--- config.mk ---
export PLATFORM = sky130hd
export DESIGN_NAME = cbf_lerp
export DESIGN_NICKNAME = d
export VERILOG_FILES = /design/src/cbf_pkg.sv /design/src/cbf_lerp.sv
export SDC_FILE = /design/constraint.sdc
export NUM_CORES = 1
export LEC_CHECK = 0
export BUFFER_PORTS_ARGS = -buffer_cell sky130_fd_sc_hd__buf_2
export CELL_PAD_IN_SITES_DETAIL_PLACEMENT = 1
export CELL_PAD_IN_SITES_GLOBAL_PLACEMENT = 2
export CORE_ASPECT_RATIO = 1.1
export CORE_MARGIN = 4
export CORE_UTILIZATION = 45
export DETAILED_ROUTE_END_ITERATION = 8
export PLACE_DENSITY = 0.95
export SLEW_MARGIN = 20
export SYNTH_ARGS = -nofsm -noshare
export SYNTH_HDL_FRONTEND = slang
export SYNTH_SLANG_ARGS = --single-unit
--- constraint.sdc ---
create_clock -name clk -period 16.12 [get_ports clk]
set_input_delay 0.806 -clock clk [delete_from_list [all_inputs] [get_ports clk]]
set_output_delay 0.806 -clock clk [all_outputs]
set_load 0.005 [all_outputs]
--- src/cbf_pkg.sv ---
// Shared constants for the cubic Bezier flattener.
`timescale 1ns / 1ps
package cbf_pkg;

  localparam int COORD_BITS_DEFAULT = 16;
  localparam int STEPS_DEFAULT      = 15;
  localparam int T_BITS             = 16;
  localparam int LERP_LATENCY       = 2;

endpackage

--- src/cbf_lerp.sv ---
// Two-stage linear interpolation a + floor((b - a) * t / 2^16) with registered product.
`timescale 1ns / 1ps
module cbf_lerp #(
  parameter int COORD_BITS = cbf_pkg::COORD_BITS_DEFAULT
) (
  input  logic                         clk,
  input  logic                         en,
  input  logic signed [COORD_BITS-1:0] a,
  input  logic signed [COORD_BITS-1:0] b,
  input  logic [cbf_pkg::T_BITS-1:0]   t,
  output logic signed [COORD_BITS-1:0] y
);

  localparam int DIFF_W = COORD_BITS + 1;
  localparam int PROD_W = DIFF_W + cbf_pkg::T_BITS + 1;

  logic signed [DIFF_W-1:0]     diff;
  logic signed [PROD_W-1:0]     prod_next;
  logic signed [PROD_W-1:0]     prod;
  logic signed [COORD_BITS-1:0] base;
  logic signed [PROD_W-1:0]     quot;
  logic signed [PROD_W-1:0]     sum;

  assign diff      = DIFF_W'(b) - DIFF_W'(a);
  assign prod_next = PROD_W'(diff) * PROD_W'($signed({1'b0, t}));
  assign quot      = prod >>> cbf_pkg::T_BITS;
  assign sum       = PROD_W'(base) + quot;

  always_ff @(posedge clk) begin
    if (en) begin
      prod <= prod_next;
      base <= a;
      y    <= sum[COORD_BITS-1:0];
    end
  end

endmodule

=== After elaboration in Yosys (flattened, before gate mapping) ===
Cells that the tools add are included.

* ROM bits: 0
* Memories kept: 0
* Memory bits (writable): 0
* Latch bits: 0
* Output and inout port bits: 16
* Bits in registers: 64

* Shift operators: 0
* Bitwise logic cells: 0
* Reduce and logical (&&, ||, !) cells: 0
* Multiply operators: 1
* Multiplexer cells: 0
* Equality and inequality tests: 0
* Add/sub/neg operators: 2
* Divide/modulo/power cells: 0
* $lt $le $gt $ge: 0

{| class="wikitable"
|+ Operators with widths
! operator !! number
|-
| multiplier 17 x 17 -> 32 bit || 1
|-
| subtractor 16 x 16 -> 17 bit || 1
|-
| adder 16 bit || 1
|}

=== Longest topological paths before layout ===
Gate-level depths: netlist (run 1).

* Word-level depth: 2
* Depth in mapped cells: 34
* Mapped depth without buffers: 34

=== Least setup slack after synthesis (run 1) ===
Ideal clock, no wire load.

* Path kind: input -> register
* From: input port b[0]
* To: register prod[31], data pin
* Path buffers: 0
* Data required time: 15,852 ps
* Arrival time: 8,165 ps
* Cell stages on the path: 32
* Slack: 7,687 ps
* Path through: inv_1 > ha_1 > fa_1 > nand2b_1 > a21boi_0 > o21ai_1 > a21oi_1 > nor3_2 > nor3b_2 > o32ai_4 > and2_1 > ha_1 > xor2_1 > ha_1 > xor2_1 > xnor2_1 > xor2_1 > fa_1 > fa_1 > inv_1 > fa_1 > inv_1 > ha_1 > nand3_1 > nor2_1 > a221o_1 > a311oi_1 > o21ai_0 > a41o_1 > o41a_1 > a21oi_2 > xnor3_1

* Word-level cells in the longest chain between the ends: 2

{| class="wikitable"
|+ RTL lines
! element !! RTL line !! source
|-
| from (decl) || cbf_lerp.sv:9 || <nowiki>input logic signed [COORD_BITS-1:0] b,</nowiki>
|-
| subtractor 16 x 16 -> 17 bit || cbf_lerp.sv:24 || <nowiki>assign diff = DIFF_W'(b) - DIFF_W'(a);</nowiki>
|-
| multiplier 17 x 17 -> 32 bit || cbf_lerp.sv:25 || <nowiki>assign prod_next = PROD_W'(diff) * PROD_W'($signed({1'b0, t}));</nowiki>
|-
| via prod_next[31] || cbf_lerp.sv:18 || <nowiki>logic signed [PROD_W-1:0] prod_next;</nowiki>
|-
| to (signal assigned) || cbf_lerp.sv:31 || <nowiki>prod <= prod_next;</nowiki>
|-
| to (decl) || cbf_lerp.sv:19 || <nowiki>logic signed [PROD_W-1:0] prod;</nowiki>
|}

The timed path passes the listed nets, and every way through them passes these cells.
A chain may end at the register's enable or synchronous reset.

=== Worst setup path in the final report (run 1) ===
Same ends and word-level chain as after synthesis.

==> results of run 1 <==
[layout make-up]
class | instances | area (sq um) | area share, %
tap | 363 | 454 | 3.32
clock buffer | 5 | 125 | 0.914
timing repair buffer | 74 | 395 | 2.89
clock inverter | 3 | 68.8 | 0.503
sequential | 48 | 1440 | 10.5
multi-input combinational | 914 | 9850 | 72.0
inverter | 361 | 1360 | 9.90
[flip-flops by register name (all words and copies together), names as in the netlist]
name	cells
prod	16
base	16
y	16
[cells by family after synthesis]
| group | share of synthesized area (%) |
|---|---|
| flops | 11.3 |
| xor+xnor | 4.45 |
| compound gates | 5.31 |
| fa+ha+maj | 52.4 |
| buf+inv | 11.8 |
| simple gates | 14.7 |
[synth_stat cells, types with 2 or more instances]
library cell,instances,area [sq um]
fa_1,260,5200
nor2_1,29,109
a311oi_1,2,17.5
a21oi_2,3,26.3
nand2_1,164,616
clkbuf_1,29,109
o21ai_0,14,70.1
buf_2,7,35.0
and3_1,3,18.8
or3_1,3,18.8
nor3_1,10,50.1
edfxtp_1,48,1440
xor2_1,20,175
and2_1,106,663
ha_1,116,1450
a21oi_1,27,135
nand4_1,2,12.5
o21a_1,6,45.0
nor4_1,2,12.5
a211o_1,3,26.3
nand3_1,12,60.1
a21boi_0,5,37.5
a211oi_1,4,30.0
a21o_1,9,67.6
nor2b_1,25,156
o21ai_1,4,20.0
inv_1,361,1360
or2_2,3,18.8
xnor2_1,42,368
a22oi_1,2,15.0
o2111ai_1,2,17.5
nand2b_1,15,93.8
[layer usage]
layer	wire (microns)	global-route usage, %	vias to the layer above
li1	-	-	4122
met1	13800	28.6	4823
met2	17700	43.2	210
met3	1500	2.30	48
met4	515	4.19	0
met5	0	0	-
[stage by stage]
| stage | util (%) | cells | hold slack (ns) | instance area, sq um |
|---|---|---|---|---|
| after floorplan | - | 1359 | 0.513 | 12700 |
| after global placement | 48.5 | 1760 | 0.553 | 13500 |
| after detailed placement | 48.5 | 1760 | 0.558 | 13500 |
| after CTS | 49.2 | 1768 | 0.571 | 13700 |
| after global routing | 49.3 | 1768 | 0.608 | 13700 |
| final | 49.3 | 1768 | 0.575 | 13700 |
[path summary, 6_finish.rpt]
check	from	end	slack (ns)	cells past startpoint
worst max-delay path	b[0]	prod[31]	6.80	32
worst min-delay path	prod[16]	y[0]	0.57	1
worst max register to register	base[0]	y[14]	13.05	12
worst min register to register	prod[16]	y[0]	0.57	1
[cell usage in the layout (no fill, tap or decap), types with 4 or more instances in the layout]
master     netlist  routed
nor2_1          29      29
nand2_1        164     164
a21o_1           9       9
a21boi_0         5       5
o21ai_0         14      14
nor2b_1         25      25
ha_1           116     116
nand3_1         12      12
buf_2            7      64
nand2b_1        15      15
buf_4            0      10
edfxtp_1        48      48
inv_1          361     361
xor2_1          20      17
a21oi_1         27      27
fa_1           260     260
nor3_1          10      10
and2_1         106     106
clkbuf_16        0       5
o21ai_1          4       4
o21a_1           6       6
xnor2_1         42      38
[critical path, delay by kind of cell]
kind | cells | cell delay [ns]
AO/OA/AOI/OAI | 10 | 2.75
XOR/XNOR | 3 | 0.97
adder cells (fa/ha/maj) | 8 | 3.42
buffers and inverters | 5 | 0.33
AND/OR/NAND/NOR | 6 | 1.07
==> qor.csv, run 1 <==
metric,value,unit
FMAX,0.107,GHz
min Tclk post-route,9.32,ns
CP arrival,9.35,ns
CTS max path bufs,2,
htree depth,2,
WL/cell,19.0,microns
Worst-path clk slew,0.07,ns
Die X,168,microns
Critical Path Source Type,input pin,
Final #Nets,1830,
Critical Path RT,16.16,ns
Detail Route Antenna Nets,0,
Core Region,0.0278,sq mm
pre-CTS setup slack,6.50,ns
I/O pins,66,
clock sink count,48,
die area,0.0310,sq mm
CP max-delay cell,fa_1,
critical path endpoint category,register,
vias per cell,5.21,
Clock Latency Late Sink,0.29,ns
n_diodes,0,
final setup margin,6.80,ns
Mapped Area,0.0127,sq mm
die span in y,184,microns
GRT Overall Usage,22.8,%
CP peak stage delay,0.74,ns
CTS tree,built,
CTS resizes,0,
initial antenna violation count,1,
First-pass DRT Iterations,5,
Root Buffer,clkbuf_16,
sequential area share after synthesis,11.3,%
Crit path top cell by count,fa_1,
Post-route DRC,0,
final hold vios,0,
number of fill cells,3216,
Initial Util,45.7,%
initial DRC count,407,
gr ovfl total,0,
Cells after Synth,1359,
Final Max Slew Viols,0,
Final setup viols,0,
"EDFF count, synth",48,
CTS Buf Count,5,
synthesized area per cell,9.35,sq um
largest net degree at the start of global routing,49,
hold_buf cts,0,
status,finished clean,
syn_nets,1785,
Seq cells post-synth,48,
clock skew,0.00955,ns
crit share post-route,57.8,%
vias in the first global route,11000,
Synth-to-Final Area Change,7.77,%
post-CTS setup buffer count,0,
total negative setup slack,0,ns
asr flop ratio synth,0,%
number of max-cap violations,0,
port bufs,65,
share of cells above drive strength 1,7.33,%
Rel. slew slack,21.9,%
Unique masters post-synth,53,
crit path max fanout,16,
first-pass GRT wire length,56300,microns
overall routed net length,33600,microns
Synthesis Warnings,0,
setup repair after global routing missed its margin,no,
critical path class,in2reg,
gpl congestion,0.878,
Tightest Pin Transition,1.17,ns
via count,9203,
Detail Placement HPWL,27100,microns
Hold Crit Class,reg2reg,
site row count,64,
"Top FF cell, synth",edfxtp_1,
Power of run 1 is left out: the tool's default activity adds up to more than one toggle a clock period on the data nets, which glitch-free logic cannot reach.
==> inputs of run 2 (changes only) <==
- CORE_UTILIZATION: 45 -> 41
- PLACE_DENSITY: 0.95 -> 0.94
- clock period: 16.12 -> 8.62 ns (I/O delays scaled with it)
==> run 2 against run 1 <==
Compared with the run above:
- worst setup slack worse by 6.4 ns
- register-to-register slack got worse by 7.4 ns
- sequential share of layout area decreased by 0.17 points
- flip-flop and latch count is the same
- final area grew 1.6%
- global-route usage decreased by 1.5 points
- clock skew shrank 0.00097 ns
==> qor.csv, run 2 (same netlist as run 1, synthesis figures left out) <==
metric,value,unit,change
critical path endpoint category,register,,
CP arrival,8.22,ns,-1.13 ns
"commonest non-fill, non-tap cells in the layout","inv_1, fa_1, nand2_1",,
Detail Placement HPWL,28200,microns,+4.1%
FMAX,0.122,GHz,
via count,9215,,+0.13%
Final setup viols,0,,unchanged
htree depth,2,,unchanged
site row count,67,,+4.7%
biggest regs,"base (16), prod (16), y (16)",,
Detail Route Antenna Nets,0,,unchanged
gpl congestion,0.849,,-3.3%
crit share post-route,95.0,%,
die area,0.0339,sq mm,+9.3%
CP max-delay cell,fa_1,,
vias per cell,5.00,,-3.9%
n_diodes,0,,unchanged
Hold Crit Class,in2reg,,
Crit path top cell by count,fa_1,,
Critical Path Source Type,input pin,,
Root Buffer,clkbuf_16,,
clock skew,0.00858,ns,-0.000967 ns
share of cells above drive strength 1,8.68,%,+1.3 points
Initial Util,41.6,%,-4.1 points
port bufs,65,,unchanged
Die X,176,microns,+4.5%
min Tclk post-route,8.19,ns,
"commonest non-fill, non-tap cell in the layout",inv_1,,
Critical Path RT,8.66,ns,-7.50 ns
CP peak stage delay,0.58,ns,-0.16 ns
GRT Overall Usage,21.3,%,-1.5 points
CTS max path bufs,2,,unchanged
Final #Nets,1854,,+1.3%
Tightest Pin Transition,0.888,ns,-0.278 ns
I/O pins,66,,unchanged
Rel. slew slack,39.3,%,+17 points
initial antenna violation count,0,,-1
gr ovfl total,0,,unchanged
First-pass DRT Iterations,4,,-1
initial DRC count,329,,-19%
number of max-cap violations,0,,unchanged
Synth-to-Final Area Change,9.53,%,
Final Max Slew Viols,0,,unchanged
status,finished clean,,
CTS Buf Count,5,,unchanged
setup repair after global routing missed its margin,no,,
Clock Latency Late Sink,0.29,ns,about the same
crit path max fanout,7,,-9
final hold vios,0,,unchanged
critical path class,in2reg,,
Core Region,0.0305,sq mm,+9.8%
pre-CTS setup slack,-0.116,ns,-6.62 ns
die span in y,193,microns,+4.6%
final setup margin,0.435,ns,-6.37 ns
Post-route DRC,0,,unchanged
overall routed net length,34600,microns,+2.9%
vias in the first global route,11000,,+0.25%
WL/cell,18.8,microns,-1.3%
CTS tree,built,,
Worst-path clk slew,0.07,ns,about the same
first-pass GRT wire length,57000,microns,+1.2%
largest net degree at the start of global routing,49,,unchanged
clock sink count,48,,unchanged
## run 2: cell types whose count changed in the layout (fill, tap and decap cells not counted), sizes merged
cell    delta
o32ai      +1
clkinv     +2
bufinv     -2
buf       +23
## run 2: path summary, 6_finish.rpt
kind | end | slack, ns | startpoint | cells past startpoint
worst max-delay path | prod[31] | 0.43 | b[0] | 34
worst min-delay path | base[12] | 0.33 | a[12] | 1
worst max register to register | y[14] | 5.66 | base[0] | 12
worst min register to register | y[0] | 0.56 | prod[16] | 1
## run 2: worst max-delay path, delay by kind of cell
family	cells	cell delay, ns
AOI/OAI and AO/OA	10	2.25
xor gates and xnor gates	1	0.23
and+or+nand+nor	6	0.78
adders and majority gates	9	3.68
buffers and inverters	8	0.85
## run 2: layout make-up
class                      count  area [sq um]
clock inverter                 3          17.5
sequential                    48          1440
timing repair buffer          97           622
tap                          414           518
clock buffer                   5           125
multi-input combinational    915          9840
inverter                     361          1360
fill                        3594         16600
## run 2: per-stage QoR
step / std cells / setup TNS [ns] / hold slack, ns / util [%] / area (sq um)
6_report: 1843 / 0 / 0.334 / 45.6 / 13900
3_5_place_dp: 1830 / -0.116 / 0.540 / 44.8 / 13700
4_1_cts: 1838 / 0 / 0.330 / 45.3 / 13800
5_1_grt: 1843 / 0 / 0.325 / 45.6 / 13900
3_3_place_gp: 1830 / 0 / 0.549 / 44.8 / 13700
2_1_floorplan: 1359 / 0 / 0.513 / - / 12700
## run 2: routing by layer
metal / share of wire (%) / up-vias / GRT usage [%]
met5: 0 / - / 0
met4: 2.9 / 0 / 6.18
met3: 3.0 / 64 / 1.47
met2: 53 / 186 / 40.5
met1: 41 / 4790 / 26.0
li1: - / 4175 / -
## run 2: what timing repair did
| item | CTS | global route |
|---|---|---|
| gates resized for setup | 0 | 10 |
| setup endpoints to repair | 0 | 4 |
| hold buffers | 0 | 0 |
| buffers inserted | 0 | 4 |
Power of run 2 is left out for the same reason.
==> inputs of run 3 (changes only) <==
- CORE_UTILIZATION: 41 -> 37
- PLACE_DENSITY: 0.94 -> 0.9
- clock period: 8.62 -> 7.3 ns (I/O delays scaled with it)
==> run 3 against run 2 <==
Compared with the run above:
- the flow now finishes with violations (setup timing)
- final area up 12%
- global-route usage fell by 1.4 points
- wire length grew 5.1%
- first-iteration DRC count grew 24%
- flip-flop and latch count is the same
- clock-buffer cell count unchanged
- worst hold slack got worse by 0.080 ns
- via count is 6.7% higher
- critical path depth increased by 1
- clock skew shrank 0.0047 ns
- die area grew 10%
- register-to-register slack lost 1.4 ns
- critical endpoint unchanged
- largest cell class unchanged
- highest routed layer unchanged
==> qor.csv, run 3 (same netlist as run 1, synthesis figures left out) <==
metric,value,unit,change
final setup margin,-0.546,ns,-0.980 ns
Crit path top cell by count,fa_1,,
kind of cell adding the most delay to the critical path,adder cells,,
min Tclk post-route,7.85,ns,
port bufs,65,,unchanged
Root Buffer,clkbuf_16,,
htree depth,2,,unchanged
Detail Placement HPWL,29500,microns,+4.6%
"commonest non-fill, non-tap cell in the layout",inv_1,,
Post-route DRC,0,,unchanged
first-pass GRT wire length,59800,microns,+5.0%
crit share post-route,107,%,
sink of the worst hold path,base[5],,
crit path max fanout,7,,unchanged
site row count,70,,+4.5%
Tightest Pin Transition,0.646,ns,-0.242 ns
share of cells above drive strength 1,21.3,%,+13 points
clock skew,0.00393,ns,-0.00466 ns
Core Region,0.0335,sq mm,+9.9%
reg2reg path depth,12,,unchanged
critical path class,in2reg,,
overall routed net length,36300,microns,+5.1%
Post-DP Area,0.0147,sq mm,+7.6%
CTS tree,built,,
Critical Path RT,7.34,ns,-1.32 ns
CP max-delay cell,fa_1,,
Final Max Slew Viols,0,,unchanged
Placed Cells incl. Taps,1966,,+7.4%
clock sink count,48,,unchanged
Final setup viols,10,,+10
HP Start,a[5],,
initial DRC count,407,,+24%
Clock Latency Late Sink,0.29,ns,about the same
Final #Nets,1995,,+7.6%
number of max-cap violations,0,,unchanged
setup repair after global routing missed its margin,yes,,
failing checks,setup timing,,
CP arrival,7.89,ns,-0.33 ns
die span in y,202,microns,+5.0%
Die X,185,microns,+5.0%
die area,0.0374,sq mm,+10%
initial antenna violation count,0,,unchanged
flop2flop setup slack,4.22,ns,-1.44 ns
gr ovfl total,0,,unchanged
pre-CTS setup slack,-1.14,ns,-1.03 ns
Synth-to-Final Area Change,22.2,%,
Rel. slew slack,56.9,%,+18 points
WHS,0.254,ns,-0.0800 ns
"commonest non-fill, non-tap cells in the layout","inv_1, fa_1, buf_4",,
CTS max path bufs,2,,unchanged
WL/cell,18.1,microns,-3.2%
Cells on Worst Hold Path,1,,unchanged
R2R Path End,y[14],,
final hold vios,0,,unchanged
biggest regs,"base (16), prod (16), y (16)",,
Critical Path Source Type,input pin,,
Detail Route Antenna Nets,0,,unchanged
n_diodes,0,,unchanged
FF-to-FF Start,prod[16],,
Worst-path clk slew,0.07,ns,about the same
vias in the first global route,11800,,+7.5%
fin area,0.0155,sq mm,+12%
hold_buf cts,0,,unchanged
CP Buf/Inv Count,9,,+1
vias per cell,4.91,,-1.8%
final cell count without fillers,2002,,+8.6%
Initial Util,37.9,%,-3.8 points
I/O pins,66,,unchanged
largest net degree at the start of global routing,49,,unchanged
via count,9833,,+6.7%
status,finished with violations,,
gpl congestion,0.857,,+0.94%
Hold Crit Class,in2reg,,
GRT Overall Usage,20.0,%,-1.4 points
CTS Buf Count,5,,unchanged
First-pass DRT Iterations,4,,unchanged
critical path endpoint category,register,,
FMAX,0.127,GHz,
CP peak stage delay,0.57,ns,about the same
[run 3: cell count changes in the layout (fill, tap and decap cells not counted), moves of 5 or more]
cell     change
buf_4      +139
a21oi_1      -5
fa_2        +11
nand2_2      +6
nand2_1      -9
fa_1        -11
xor2_1       -5
ha_4        +10
ha_1        -12
[run 3: what timing repair did]
item                                    4_1_cts  5_1_grt
endpoints found under the setup margin       13       14
buffers inserted                             21        7
gates resized for setup                      59       24
pin swaps                                    40       10
[run 3: metal layers]
layer / routed length, microns / share of wire (%) / global-route usage [%] / vias to the layer above
li1: - / - / - / 4456
met1: 14000 / 39 / 23.5 / 5145
met2: 20300 / 56 / 38.5 / 177
met3: 998 / 2.7 / 1.71 / 55
met4: 1020 / 2.8 / 5.37 / 0
met5: 0 / 0 / 0 / -
[run 3: final cells by class]
class | count | area, sq um
inverters | 361 | 1360
multi-input cells | 914 | 10300
repair buffers | 239 | 1730
flip-flops and latches | 48 | 1440
fillers | 3858 | 18000
clock buffers | 5 | 125
well taps | 432 | 541
clock inverters | 3 | 18.8
[run 3: how the worst max path moves through the flow]
| stage | depth (start not counted) | start | to | slack, ns |
|---|---|---|---|---|
| finish | 35 | b[0] | prod[31] | -0.55 |
| CTS | 34 | b[0] | prod[31] | -0.44 |
| floorplan | 32 | b[0] | prod[31] | -0.25 |
| global placement | 32 | a[1] | prod[31] | -0.92 |
| global route | 35 | b[0] | prod[31] | -0.86 |
| detailed placement | 32 | a[1] | prod[31] | -1.14 |
[run 3: metrics by stage]
stage | utilization [%] | TNS [ns]
2_1_floorplan | - | -0.327
3_3_place_gp | 43.9 | -8.77
3_5_place_dp | 43.9 | -10.86
4_1_cts | 45.7 | -1.53
5_1_grt | 46.3 | -6.57
6_report | 46.3 | -2.59
Power of run 3 is left out for the same reason.
